<file path="src/hdl/lrn_cross_channel_forward_top_defines.svh">
// assertion helpers used by the rtl control block
`ifndef LRN_CROSS_CHANNEL_FORWARD_TOP_DEFINES_SVH
`define LRN_CROSS_CHANNEL_FORWARD_TOP_DEFINES_SVH

// same-cycle implication
`define LRNF_ASSERT_IMP(lbl, ante, cons, msg) \
  lbl: assert property (@(posedge clk) disable iff (rst) (ante) |-> (cons)) else $error(msg);

// next-cycle implication
`define LRNF_ASSERT_NXT(lbl, ante, cons, msg) \
  lbl: assert property (@(posedge clk) disable iff (rst) (ante) |=> (cons)) else $error(msg);

`endif

</file>
<file path="src/hdl/lrnf_pkg.sv">
package lrnf_pkg;

  localparam int MAX_WINDOW_DEF = 9;
  localparam int DATA_WIDTH_DEF = 16;

  localparam int CFG_W   = 24;
  localparam int CIDX_W  = 2;

  localparam logic [CIDX_W-1:0] REG_WINDOW = 2'd0;
  localparam logic [CIDX_W-1:0] REG_ALPHA  = 2'd1;
  localparam logic [CIDX_W-1:0] REG_BIAS   = 2'd2;
  localparam logic [CIDX_W-1:0] REG_BETA   = 2'd3;

  localparam logic [3:0]  WINDOW_RST = 4'd5;
  localparam logic [23:0] ALPHA_RST  = 24'd168;
  localparam logic [23:0] BIAS_RST   = 24'd65536;
  localparam logic [15:0] BETA_RST   = 16'd12288;

  // fixed point of the pow path
  localparam int MUL_CH    = 16;
  localparam int LOG_STEPS = 16;
  localparam int POW_STEPS = 20;
  localparam int LG_W      = 24;
  localparam int Y_W       = 41;

  typedef enum logic [2:0] {
    C_IDLE, C_PUSH, C_NORM, C_EMIT, C_FLUSH
  } ctrl_state_t;

  typedef enum logic [3:0] {
    N_INIT, N_IDLE, N_MUL, N_SCALE, N_LEAD, N_LOG, N_EXPO, N_POW, N_PROD, N_SHIFT
  } norm_state_t;

  typedef struct packed {
    logic load;
    logic push;
    logic flush_step;
    logic start;
    logic load_out;
    logic clear;
  } ctrl_cmd_t;

  typedef struct packed {
    logic emit_now;
    logic last;
    logic fill_zero;
    logic norm_ready;
    logic norm_done;
    logic out_free;
  } ctrl_stat_t;

endpackage

</file>
<file path="src/hdl/lrnf_ctrl.sv">
`include "lrn_cross_channel_forward_top_defines.svh"

module lrnf_ctrl
  import lrnf_pkg::*;
(
  input  logic       clk,
  input  logic       rst,
  input  logic       in_valid,
  output logic       in_ready,
  input  ctrl_stat_t stat,
  output ctrl_cmd_t  cmd
);

  ctrl_state_t state, state_next;

  always_ff @(posedge clk) begin
    if (rst) begin
      state <= C_IDLE;
    end else begin
      state <= state_next;
    end
  end

  always_comb begin
    state_next = state;
    cmd        = '0;
    in_ready   = 1'b0;
    case (state)
      C_IDLE: begin
        in_ready = stat.norm_ready;
        if (in_valid && stat.norm_ready) begin
          cmd.load   = 1'b1;
          state_next = C_PUSH;
        end
      end
      C_PUSH: begin
        cmd.push = 1'b1;
        if (stat.emit_now) begin
          cmd.start  = 1'b1;
          state_next = C_NORM;
        end else if (stat.last) begin
          state_next = C_FLUSH;
        end else begin
          state_next = C_IDLE;
        end
      end
      C_NORM: begin
        if (stat.norm_done) state_next = C_EMIT;
      end
      C_EMIT: begin
        if (stat.out_free) begin
          cmd.load_out = 1'b1;
          state_next   = stat.last ? C_FLUSH : C_IDLE;
        end
      end
      C_FLUSH: begin
        if (stat.fill_zero) begin
          cmd.clear  = 1'b1;
          state_next = C_IDLE;
        end else begin
          cmd.flush_step = 1'b1;
          cmd.start      = 1'b1;
          state_next     = C_NORM;
        end
      end
      default: state_next = C_IDLE;
    endcase
  end

  `LRNF_ASSERT_IMP(a_start_idle, cmd.start, stat.norm_ready, "normaliser started while busy")
  `LRNF_ASSERT_IMP(a_load_free, cmd.load_out, stat.out_free, "output register overwritten")
  `LRNF_ASSERT_NXT(a_accept_push, in_valid && in_ready, state == C_PUSH, "accept without push")

endmodule

</file>
<file path="config.mk">
export PLATFORM = sky130hd
export DESIGN_NAME = lrnf_ctrl
export DESIGN_NICKNAME = d
export VERILOG_FILES = /design/src/hdl/lrnf_pkg.sv /design/src/hdl/lrnf_ctrl.sv
export VERILOG_INCLUDE_DIRS = /design/src /design/src/hdl
export SDC_FILE = /design/constraint.sdc
export NUM_CORES = 1
export LEC_CHECK = 0
export BUFFER_PORTS_ARGS = -buffer_cell sky130_fd_sc_hd__buf_2
export CORE_AREA = 2 2 39 41
export CTS_CLUSTER_SIZE = 28
export DETAILED_ROUTE_END_ITERATION = 6
export DIE_AREA = 0 0 41 43
export PLACE_DENSITY = 0.47
export SLEW_MARGIN = 15
export SYNTH_ARGS = -nofsm -noshare
export SYNTH_HDL_FRONTEND = slang
export SYNTH_SLANG_ARGS = --single-unit
</file>
<file path="constraint.sdc">
create_clock -name clk -period 4.28 [get_ports clk]
set_clock_uncertainty 0.1 [all_clocks]
set_input_delay 0.642 -clock clk [delete_from_list [all_inputs] [get_ports clk]]
set_output_delay 0.642 -clock clk [all_outputs]
set_load 0.01 [all_outputs]
</file>
* Word level (Yosys, flattened, before mapping)
Cells that the tools add are included.
Cells by class: add/subtract/negate cells 0, $mul 0, div/mod/pow operators 0, magnitude comparators 0, equal/unequal tests 7, shifts and indexed selects 0, multiplexer cells 19, bitwise gates (word level) 0, reductions and logical operators 3
Operator list (number):
- 3-bit 2-to-1 mux | 5
- 3-bit one-hot mux with 5 select lines | 1
- 1-bit 2-to-1 mux | 10
- 3-bit by 2-bit == test with 1-bit output (second input constant) | 2
- 2-bit != test (second input constant) | 3
- 2-bit 2-to-1 mux | 2
- 3-bit by 1-bit == test with 1-bit output (second input constant) | 1
- 3-bit == test (second input constant) | 1
- 3-bit zero test | 1
- 3-bit AND reduction | 1
- 1-bit one-hot mux with 2 select lines | 1
- 1-bit logical AND | 1
Word-level totals: register bits after elaboration 3, bits in latches 0, bits in writable memories 0, ROM bits 0, bits of input ports 9, word-level logic and storage cells 30, memories kept 0

* Logic depth before layout (Yosys ltp)
depth in word-level cells 3, mapped depth 4

* Worst setup path before layout
OpenSTA, ideal clock, no wires.
path kind input to output, from in stat[3] (netlist name), to out cmd[3] (netlist name), arrival 1.223 ns, data required time 3.538 ns, slack 2.315 ns, stages 2, path buffers 0, path through or4b_4 -> inv_1
RTL lines:
- start: declaration | line lrnf_ctrl.sv:10 | input ctrl_stat_t stat,
- end: declaration | line lrnf_ctrl.sv:11 | output ctrl_cmd_t cmd

==> reports/results.tsv <==
metric	value	unit
multi_input_area	156	sq um
drv_slew	0	
r2r-end	state[1]	
ctsResizeCount	0	
ff2ff_setup_slack	2.65	ns
synth_ff_type	dfxtp_1	
grt_overflow	0	
syn_to_final_growth	42.3	%
hold_depth	1	
cts_tree	built	
critPathKind	in -> out	
largest_reg_flops	3	
p_seq_share	31.9	%
hold_viol_final	0	
dieArea	0.00176	sq mm
yosys.area.top_type	dfxtp_1	
fillers	160	
cts_max_path_buffers	2	
ant_nets	0	
vias	289	
first_iter_violations	3	
fin_nets	58	
synth_warnings	0	
worstPathRequired	3.54	ns
die_h	43	um
stdcell_count	64	
worstSetupEndpoint	cmd[3]	
p_total	0.000132	W
gp_congestion	0.705	
finalSetupViolCount	0	
drt_wl_total	645	um
ir_worst_vdd	0.100	mV
crit_fanout	3	
rsz0062_at_grt	no	
drt-wirelength-per-cell	10.1	um
grt_pass1_wl	1040	um
via_per_inst	4.52	
switching_share	33.7	%
ys_seq_area_share	24.7	%
cts.clk_slew.worst_paths	0.04	ns
placed_cells	60	
seqCellArea	60.1	sq um
synth_edf_count	0	
comb_power_share	30.6	%
grt_antenna_before_repair	0	
ys_ff_latch	3	
fin_setup_tns	0	ns
drt_first_pass_iters	3	
yosysUniqueCellTypes	20	
rr_worst_depth	3	
drive_gt1_share	39.6	%
row_count	14	
port_buffers	15	
p_sw	0.0000446	W
cts_max_level	1	
drv_cap	0	
num_antenna_cells	0	
outcome	completed	
cts_root_buffer	clkbuf_4	
ys_async_sr_fraction	0	%
crit_arrival	1.42	ns
critPathLaunchType	input pin	
yosysTopAreaCellShare	24.7	%
reg2reg_from	state[2]	
power.internal	0.0000876	W
largest_register	state	
drcViolationCount	0	
fmax	463	MHz
ios	16	
synth_area	243	sq um
core-area	0.00138	sq mm
min_period	2.16	ns
synthCells	31	
clock_latency	0.23	ns
fin_crit_sh	50.5	%
endpoint_kind	output port	
initial_utilization	17.5	%
cts_sinks	3	
relSlewSlack	77.5	%
netlist_top_cells_count	3 x and3_1, 3 x dfxtp_1, 3 x nor2_1, 3 x nor3_1	
p_leak	0.184	nW
syn_nets	40	
grt_max_degree	11	
p_clk_share	37.5	%
grt_pass1_vias	252	
holdBufCountCts	0	
cts_setup_buffers	0	
reg_top3	state (3)	
numCtsBuffers	3	
synth_area_leaders	dfxtp_1 25%, and3_1 7.7%, nor3_1 6.2%, or4b_4 5.7%, nor2b_1 5.2%	
synth_area_per_cell	7.83	sq um
hold_class	reg -> reg	
cp-startpoint	stat[3]	
power_density	383	mW/mm^2
grt_use_total	9.02	%
worst_pin_slew	0.328	ns
die_w	41	um
==> critical path: stages <==
cell and delay, ns:
buf_2 0.11, or4b_4 0.49, inv_1 0.06, buf_2 0.12
==> cell families (layout without fill, tap and decap cells) <==
| group | Yosys count | after routing | share of synthesized area, % |
|---|---|---|---|
| buf+inv | 4 | 21 | 10.8 |
| mux | 1 | 1 | 4.12 |
| compound gates | 6 | 6 | 17.5 |
| flops | 3 | 3 | 24.7 |
| simple gates | 17 | 17 | 42.8 |
==> routing by layer <==
metal | GRT usage [%] | vias up | wire, um | part of all wire [%]
li1 | - | 148 | - | -
met3 | 3.14 | 2 | 44 | 6.8
met1 | 10.9 | 125 | 300 | 47
met5 | 0 | - | 0 | 0
met4 | 8.00 | 0 | 14 | 2.2
met2 | 11.9 | 14 | 285 | 44
==> cell type report <==
cell class / count / share of cell area [%]
sequential: 3 / 17.4
tap: 16 / 5.80
inverter: 2 / 2.17
timing repair buffer: 15 / 21.7
clock buffer: 4 / 7.61
multi-input combinational: 24 / 45.3
==> placed cells by master, fill, tap and decap left out, drive strengths merged, types with 2 or more instances in the layout <==
master	instances
nor2	3
a21oi	2
buf	15
inv	2
nor2b	2
clkbuf	4
and3	3
nor3	3
dfxtp	3
==> worst min-delay path by stage <==
stage,start,to
2_1_floorplan,state[2],state[0]
3_3_place_gp,state[2],state[0]
3_5_place_dp,state[2],state[0]
4_1_cts,state[2],state[0]
5_1_grt,rst,state[0]
6_report,state[2],state[0]
==> power by group through the flow <==
| stage | Clock, W | Sequential (W) | Combinational (W) |
|---|---|---|---|
| CTS | 0.0000521 | 0.0000420 | 0.0000409 |
| finish | 0.0000496 | 0.0000421 | 0.0000404 |
| floorplan | 0 | 0.0000342 | 0.0000388 |
| global placement | 0 | 0.0000423 | 0.0000409 |
| detailed placement | 0 | 0.0000422 | 0.0000406 |
| global route | 0.0000526 | 0.0000431 | 0.0000473 |
==> stage by stage <==
| step | util [%] | cell area (sq um) | hold slack (ns) | setup WS (ns) |
|---|---|---|---|---|
| floorplan | - | 243 | 0.411 | 2.31 |
| global placement | 23.1 | 319 | 0.495 | 2.12 |
| detailed placement | 23.1 | 319 | 0.496 | 2.12 |
| CTS | 25.0 | 345 | 0.505 | 2.12 |
| global route | 25.0 | 345 | 0.549 | 2.09 |
| finish | 25.0 | 345 | 0.517 | 2.12 |
(Power assumes the default switching activity.)
