File: config.mk
export PLATFORM = sky130hd
export DESIGN_NAME = lrnf_dp
export DESIGN_NICKNAME = d
export VERILOG_FILES = /design/src/hdl/lrn_cross_channel_forward_top_defines.svh /design/src/hdl/lrnf_pkg.sv /design/src/hdl/lrnf_dp.sv
export SDC_FILE = /design/constraint.sdc
export NUM_CORES = 1
export LEC_CHECK = 0
export ABC_AREA = 1
export BUFFER_PORTS_ARGS = -buffer_cell sky130_fd_sc_hd__buf_2
export CAP_MARGIN = 15
export CORE_ASPECT_RATIO = 1.5
export CORE_MARGIN = 4
export CORE_UTILIZATION = 50
export CTS_CLUSTER_SIZE = 12
export DETAILED_ROUTE_END_ITERATION = 10
export PLACE_DENSITY = 0.69
export SYNTH_ARGS = -nofsm -noshare
export SYNTH_HDL_FRONTEND = slang
export SYNTH_SLANG_ARGS = --single-unit
File: constraint.sdc
create_clock -name clk -period 11.7 [get_ports clk]
set_input_delay 0.585 -clock clk [delete_from_list [all_inputs] [get_ports clk]]
set_output_delay 0.585 -clock clk [all_outputs]
set_load 0.03 [all_outputs]
File: src/hdl/lrn_cross_channel_forward_top_defines.svh
// assertion helpers used by the rtl control block
`ifndef LRN_CROSS_CHANNEL_FORWARD_TOP_DEFINES_SVH
`define LRN_CROSS_CHANNEL_FORWARD_TOP_DEFINES_SVH

// same-cycle implication
`define LRNF_ASSERT_IMP(lbl, ante, cons, msg) \
  lbl: assert property (@(posedge clk) disable iff (rst) (ante) |-> (cons)) else $error(msg);

// next-cycle implication
`define LRNF_ASSERT_NXT(lbl, ante, cons, msg) \
  lbl: assert property (@(posedge clk) disable iff (rst) (ante) |=> (cons)) else $error(msg);

`endif

File: src/hdl/lrnf_pkg.sv
package lrnf_pkg;

  localparam int MAX_WINDOW_DEF = 9;
  localparam int DATA_WIDTH_DEF = 16;

  localparam int CFG_W   = 24;
  localparam int CIDX_W  = 2;

  localparam logic [CIDX_W-1:0] REG_WINDOW = 2'd0;
  localparam logic [CIDX_W-1:0] REG_ALPHA  = 2'd1;
  localparam logic [CIDX_W-1:0] REG_BIAS   = 2'd2;
  localparam logic [CIDX_W-1:0] REG_BETA   = 2'd3;

  localparam logic [3:0]  WINDOW_RST = 4'd5;
  localparam logic [23:0] ALPHA_RST  = 24'd168;
  localparam logic [23:0] BIAS_RST   = 24'd65536;
  localparam logic [15:0] BETA_RST   = 16'd12288;

  // fixed point of the pow path
  localparam int MUL_CH    = 16;
  localparam int LOG_STEPS = 16;
  localparam int POW_STEPS = 20;
  localparam int LG_W      = 24;
  localparam int Y_W       = 41;

  typedef enum logic [2:0] {
    C_IDLE, C_PUSH, C_NORM, C_EMIT, C_FLUSH
  } ctrl_state_t;

  typedef enum logic [3:0] {
    N_INIT, N_IDLE, N_MUL, N_SCALE, N_LEAD, N_LOG, N_EXPO, N_POW, N_PROD, N_SHIFT
  } norm_state_t;

  typedef struct packed {
    logic load;
    logic push;
    logic flush_step;
    logic start;
    logic load_out;
    logic clear;
  } ctrl_cmd_t;

  typedef struct packed {
    logic emit_now;
    logic last;
    logic fill_zero;
    logic norm_ready;
    logic norm_done;
    logic out_free;
  } ctrl_stat_t;

endpackage

File: src/hdl/lrnf_dp.sv
module lrnf_dp
  import lrnf_pkg::*;
#(
  parameter int DATA_WIDTH = DATA_WIDTH_DEF,
  parameter int MAX_WINDOW = MAX_WINDOW_DEF
) (
  input  logic                    clk,
  input  logic                    rst,
  input  ctrl_cmd_t               cmd,
  input  logic [3:0]              window_size,
  input  logic                    win_clear,
  input  logic [DATA_WIDTH-1:0]   in_sample,
  input  logic                    in_last,
  input  logic                    norm_ready,
  input  logic                    norm_done,
  input  logic [DATA_WIDTH-1:0]   norm_res,
  output logic [DATA_WIDTH-1:0]   norm_src,
  output logic [2*DATA_WIDTH-1+$clog2(((MAX_WINDOW-1)|1)+1)-1:0] norm_sum,
  output ctrl_stat_t              stat,
  input  logic                    out_ready,
  output logic                    out_valid,
  output logic [DATA_WIDTH-1:0]   out_data,
  output logic                    out_last
);

  localparam int WIN_CAP  = (MAX_WINDOW - 1) | 1;
  localparam int HALF_CAP = (WIN_CAP - 1) / 2;
  localparam int DLY_D    = (HALF_CAP > 0) ? HALF_CAP : 1;
  localparam int F_W      = (HALF_CAP > 0) ? $clog2(HALF_CAP + 1) : 1;
  localparam int DLY_IW   = (DLY_D > 1) ? $clog2(DLY_D) : 1;
  localparam int SW_IW    = (WIN_CAP > 1) ? $clog2(WIN_CAP) : 1;
  localparam int SUM_W    = 2 * DATA_WIDTH - 1 + $clog2(WIN_CAP + 1);

  logic [DATA_WIDTH-1:0] x_reg;
  logic                  last_reg;
  logic [SUM_W-1:0]      sw [WIN_CAP];
  logic [DATA_WIDTH-1:0] sd [DLY_D];
  logic [SUM_W-1:0]      sum;
  logic [F_W-1:0]        fill;
  logic                  src_last;

  logic [3:0]              w1, w2, w3, tail;
  logic [F_W-1:0]          p, rd_full;
  logic [DATA_WIDTH-1:0]   mag;
  logic [2*DATA_WIDTH-1:0] sq;
  logic [SUM_W-1:0]        sq_in, sum_next;

  // effective odd window and half width
  always_comb begin
    w1   = (window_size == 4'd0) ? 4'd1 : window_size;
    w2   = w1[0] ? w1 : w1 - 4'd1;
    w3   = (w2 > 4'(WIN_CAP)) ? 4'(WIN_CAP) : w2;
    p    = F_W'(w3 >> 1);
    tail = w3 - 4'd1;
  end

  assign mag      = x_reg[DATA_WIDTH-1] ? (~x_reg + 1'b1) : x_reg;
  assign sq       = mag * mag;
  assign sq_in    = cmd.flush_step ? '0 : SUM_W'(sq);
  assign sum_next = sum + sq_in - sw[tail[SW_IW-1:0]];
  assign norm_sum = sum_next;

  // one read port on the delay line
  assign rd_full  = cmd.flush_step ? fill - 1'b1 : p - 1'b1;
  assign norm_src = (!cmd.flush_step && p == '0) ? x_reg : sd[rd_full[DLY_IW-1:0]];

  always_ff @(posedge clk) begin
    if (rst || win_clear || cmd.clear) begin
      for (int i = 0; i < WIN_CAP; i++) sw[i] <= '0;
      for (int i = 0; i < DLY_D; i++) sd[i] <= '0;
      sum  <= '0;
      fill <= '0;
    end else if (cmd.push || cmd.flush_step) begin
      for (int i = WIN_CAP - 1; i > 0; i--) sw[i] <= sw[i-1];
      sw[0] <= sq_in;
      sum   <= sum_next;
      if (cmd.push) begin
        for (int i = DLY_D - 1; i > 0; i--) sd[i] <= sd[i-1];
        sd[0] <= x_reg;
        if (fill < p) fill <= fill + 1'b1;
      end else begin
        fill <= fill - 1'b1;
      end
    end
  end

  always_ff @(posedge clk) begin
    if (cmd.load) begin
      x_reg    <= in_sample;
      last_reg <= in_last;
    end
    if (cmd.push) src_last <= last_reg && (p == '0);
    else if (cmd.flush_step) src_last <= (fill == F_W'(1));
  end

  always_ff @(posedge clk) begin
    if (rst) begin
      out_valid <= 1'b0;
    end else if (cmd.load_out) begin
      out_valid <= 1'b1;
    end else if (out_ready) begin
      out_valid <= 1'b0;
    end
  end

  always_ff @(posedge clk) begin
    if (cmd.load_out) begin
      out_data <= norm_res;
      out_last <= src_last;
    end
  end

  always_comb begin
    stat.emit_now   = (fill >= p);
    stat.last       = last_reg;
    stat.fill_zero  = (fill == '0);
    stat.norm_ready = norm_ready;
    stat.norm_done  = norm_done;
    stat.out_free   = !out_valid || out_ready;
  end

endmodule

* Yosys cells after proc, flatten, opt, wreduce, memory -nomap -nowiden
Memories as Yosys holds them, arrays and structs flattened. Index checks and enable logic that the tools add are counted. W data, S select, Z words.
Operators by class: add/subtract/negate cells 8, multipliers 1, $lt $le $gt $ge 3, eq/ne operators 2, multiplexer cells 35, bitwise operators 14, reduce and logical (&&, ||, !) cells 14
Operators by type and width (count):
- $mux W35 | 9
- $mux W16 | 6
- $add A35 B32 Y35 | 1
- $sub A35 B35 Y35 | 1
- $mul A16 B16 Y32 | 1
- $mux W32 | 1
- $add A16 B1 Y16 const B | 1
- $not A16 Y16 | 1
- $mux W1 | 13
- $or A1 B1 Y1 | 13
- $mux W4 | 3
- $sub A4 B1 Y4 const B | 2
- $logic_not A3 Y1 | 2
- $mux W3 | 2
- $gt A4 B4 Y1 const B | 1
- $logic_not A4 Y1 | 1
- $logic_or A1 B1 Y1 | 4
- $reduce_bool A2 Y1 | 2
- $add A3 B1 Y3 const B | 1
- $eq A3 B1 Y1 const B | 1
- $ge A3 B3 Y1 | 1
- $lt A3 B3 Y1 | 1
- $sub A3 B1 Y3 const B | 1
- $logic_and A1 B1 Y1 | 2
- other kinds (5) | 6
Word-level totals: register bits 74, memory bits (writable) 379, bits of input ports 49, output and inout bits 75, word-level logic and storage cells 87, memories kept 2
Memories:
- sw | words 9, width 35, rd ports 9, clocked after Yosys merged registers in 0, wr ports 9, RTL line lrnf_dp.sv:36 | logic [SUM_W-1:0] sw [WIN_CAP];
- sd | words 4, width 16, rd ports 4, clocked after Yosys merged registers in 0, wr ports 4, RTL line lrnf_dp.sv:37 | logic [DATA_WIDTH-1:0] sd [DLY_D];

* Depth between registers and ports, before layout
An unclocked memory read counts as a cell.
word-level depth 10, mapped depth 50, depth with buffers taken out 49

* Worst setup path before layout
OpenSTA, ideal clock, no wires.
path kind input-to-reg, start point input port rst, end point memory sw[0][0] (netlist name) (enable), setup time 0.753 ns, arrival 8.646 ns, required time 10.947 ns, path slack 2.301 ns, stages 5, buffers on the path 1, cell sequence nor3_2 -> inv_1 -> nor2_1 -> inv_1 -> clkbuf_1
RTL lines:
- from (decl) | RTL line lrnf_dp.sv:8 | input logic rst,
- to (decl) | RTL line lrnf_dp.sv:36

* Worst setup path in the final report
start point register x_reg[0], end point output port norm_sum[29]
Between the ends: cells in the longest elaborated chain, start to end 7
Ends and longest elaborated chain:
- from (decl) | RTL line lrnf_dp.sv:34 | logic [DATA_WIDTH-1:0] x_reg;
- from (signal assigned) | RTL line lrnf_dp.sv:89 | x_reg <= in_sample;
- $not A16 Y16 | RTL line lrnf_dp.sv:57 | assign mag = x_reg[DATA_WIDTH-1] ? (~x_reg + 1'b1) : x_reg;
- $add A16 B1 Y16 | RTL line lrnf_dp.sv:57
- $mux W16 (*) | RTL line lrnf_dp.sv:57
- $mul A16 B16 Y32 (*) | RTL line lrnf_dp.sv:58 | assign sq = mag * mag;
- $mux W32 (*) | RTL line lrnf_dp.sv:59 | assign sq_in = cmd.flush_step ? '0 : SUM_W'(sq);
- $add A35 B32 Y35 (*) | RTL line lrnf_dp.sv:60 | assign sum_next = sum + sq_in - sw[tail[SW_IW-1:0]];
- $sub A35 B35 Y35 (*) | RTL line lrnf_dp.sv:60
- to (decl) | RTL line lrnf_dp.sv:18 | output logic [2*DATA_WIDTH-1+$clog2(((MAX_WINDOW-1)|1)+1)-1:0] norm_sum,
Every way passes the cells marked *; elsewhere a longest branch is shown, timed or not.

==> flow_metrics.py <==
metrics = {
    "cells_and_area": {
        "layout_top_registers": "sw: 279 flops, sd: 64 flops, sum: 35 flops",
        "largest_register_ff_count": 279,
        "drive_above_1_share_pct": 6.57,
        "regArea_um2": 12100,
        "multiInputGateArea_um2": 13500,
        "finish.net_count": 3910,
        "filler_cell_count": 5473,
        "synthToLayoutAreaGrowth_pct": 8.79,
        "antenna_cells": 0,
        "top_register": "sw",
        "finish.cell_count_without_fillers": 4331,
        "post-route-util_pct": 54.8,
    },
    "timing": {
        "fin_ws_ns": 0.637,
        "setup_viol": 0,
        "worst_pin_slew_ns": 1.10,
        "clock_skew_ns": 0.0270,
        "rsz_0062_raised_after_global_routing": "no",
        "max_slew_margin_pct": 26.4,
        "final.setup.tns_ns": 0,
        "timing.final.max_slew_violations": 0,
        "maximum_clock_frequency_ghz": 0.0904,
        "finalWorstPathRequiredPeriod_ns": 11.06,
        "finalHoldViolCount": 0,
        "period_share_pct": 94.6,
    },
    "clocking": {
        "cts-hold-fix-buffers": 0,
        "worst_skew_pair.late_latency_ns": 0.58,
        "clock_tree_from_tritoncts": "yes",
        "inserted_clock_buffers": 43,
        "ctsRootBufferMaster": "clkbuf_16",
        "cts-htree-levels": 2,
        "count_of_buffers_added_by_post_cts_timing_repair_for_setup": 0,
        "ctsLongestPathBuffers": 3,
        "clock-sinks": 417,
        "clkSlewWorstSetupHoldPaths_ns": 0.06,
    },
    "placed_design": {
        "port_buffers": 118,
        "final_weighted_congestion_in_routability_driven_placement": 0.956,
        "placedCellCount": 4251,
        "dp.final_hpwl_mm": 50.7,
        "pre_cts_slack_ns": 1.23,
    },
    "setup_path": {
        "setup.worst_path.class": "register to output port",
        "cp-start-kind": "register",
        "worst_ep_required_time_ns": 11.12,
        "crit_slowest_cell": "o21ai_0",
        "cp_data_arrival_time_ns": 10.48,
        "setup.worst_path.end_class": "output port",
        "crit_path_max_fanout": 18,
        "critPathMaxStageDelay_ns": 0.63,
    },
    "yosys": {
        "ys_seq_elements": 417,
        "mapped_cell_area_um2": 29100,
        "asr_flop_ratio_synth_pct": 0,
        "seq_area_frac_synth_pct": 41.6,
        "post_synth_num_cell_types": 48,
        "synth_edf_count": 378,
        "postSynth.topFlopCell": "edfxtp_1",
        "postSynthCellCount": 3443,
        "yosysWarnings": 0,
        "post_synth.cell_area_avg_um2": 8.46,
    },
    "floorplanning": {
        "effective_utilization_at_floorplan_pct": 50.4,
        "rows": 108,
        "placeableCoreArea_um2": 57800,
        "total_die_area_um2": 62300,
        "die_x_extent_um": 205,
        "ports_placed_on_the_boundary": 124,
        "floorplan_die_height_um": 304,
    },
    "routing": {
        "vias_per_cell": 5.00,
        "final_antenna_net_count": 0,
        "via_count": 21676,
        "drtIter0Drc": 1438,
        "drc_errors": 0,
        "detail_route.wl_per_cell_um": 15.9,
        "drtPass1Iterations": 7,
        "drt-total-wl_mm": 68.9,
    },
    "global_routing": {
        "grt_pass1_vias": 21947,
        "grt_overflow": 0,
        "grtUsageTotal_pct": 22.3,
        "grt_max_degree": 182,
        "grt_first_pass_wirelength_mm": 111,
        "antenna_found_initial": 0,
    },
    "min_path": {
        "holdCritPathClass": "input port to register",
    },
    "run": {
        "drv_cap": 0,
    },
    "run_status": {
        "outcome": "finished clean",
    },
}
repair_timing:
| action | 4_1_cts | 5_1_grt |
|---|---|---|
| gates resized for setup | 0 | 3 |
| endpoints found under the setup margin | 0 | 14 |
| hold endpoints to repair | 0 | 0 |
cells in the mapped netlist (3+ instances only):
master    instances  area [um2]
a21oi_1         103         515
a31o_2            3        26.3
and2_1           21         131
buf_1             4        15.0
buf_2            39         195
buf_4             8        60.1
clkbuf_1         52         195
dfxtp_1          39         781
edfxtp_1        378       11400
fa_1            191        3820
ha_1            144        1800
inv_1           813        3050
inv_2            10        37.5
nand2_1         668        2510
nand2_2           9        56.3
nand3_1         163         816
nand3b_1         16         120
nand4_1          23         144
nor2_1          508        1910
nor3_1           21         105
o211ai_1         36         270
o21ai_0         112         561
o21bai_1         15         113
o22ai_1          10        62.6
or2_2             5        31.3
xnor2_1          11        96.3
xor2_1           14         123
through the flow:
step	cell area [um2]	hold WS, ns
after CTS	31700	0.153
final	31700	0.187
after floorplan	29200	0.400
after detailed placement	30400	0.427
after global placement	30400	0.422
after global routing	31700	0.168
worst max-delay path, delay by kind of cell (launching register included):
family / cells / cell delay, ns
AO/OA/AOI/OAI: 3 / 1.06
AND/OR/NAND/NOR: 15 / 2.64
flip-flops: 1 / 0.53
adder cells (fa/ha/maj): 10 / 4.28
buffers and inverters: 10 / 1.38
layer usage:
layer  track usage, %  wire [um]  part of all wire (%)
met1             26.7      26700                    39
met4             9.95       3530                   5.1
met3             2.46       3110                   4.5
met2             40.1      35600                    52
met5                0          0                     0
worst paths after layout:
| check | from | depth (start not counted) | slack [ns] | endpoint |
|---|---|---|---|---|
| worst min register to register | src_last | 0 | 0.44 | out_last |
| worst max register to register | x_reg[0] | 39 | 1.94 | sum[29] |
| worst min-delay path | norm_res[4] | 1 | 0.19 | out_data[4] |
| worst max-delay path | x_reg[0] | 38 | 0.64 | norm_sum[29] |
area by class of cell:
| type | instances | share of cell area [%] |
|---|---|---|
| multi-input cells | 2107 | 42.5 |
| repair buffers | 133 | 2.26 |
| inverters | 824 | 9.82 |
| flip-flops and latches | 417 | 38.3 |
| clock inverters | 9 | 0.205 |
| clock buffers | 71 | 3.89 |
| well taps | 770 | 3.04 |
cell families after synthesis:
family          after synthesis  share of synthesized area, %
simple gates               1446                          20.4
buf+inv                     928                          12.3
xor+xnor                     26                         0.807
fa+ha+maj                   335                          19.3
flops                       417                          41.6
compound gates              289                          5.61
other cells                   2                        0.0258
cells in the final DEF, fill, tap and decap left out, types with 23 or more instances in the layout:
| master | n |
|---|---|
| inv_1 | 812 |
| nand2_1 | 664 |
| nor2_1 | 508 |
| edfxtp_1 | 378 |
| fa_1 | 191 |
| nand3_1 | 163 |
| ha_1 | 144 |
| buf_2 | 118 |
| o21ai_0 | 112 |
| a21oi_1 | 103 |
| clkbuf_16 | 44 |
| dfxtp_1 | 39 |
| o211ai_1 | 36 |
| clkbuf_1 | 24 |
| nand4_1 | 23 |
Power is left out: the tool's default activity adds up to more than one toggle a clock period on the data nets, which glitch-free logic cannot reach.
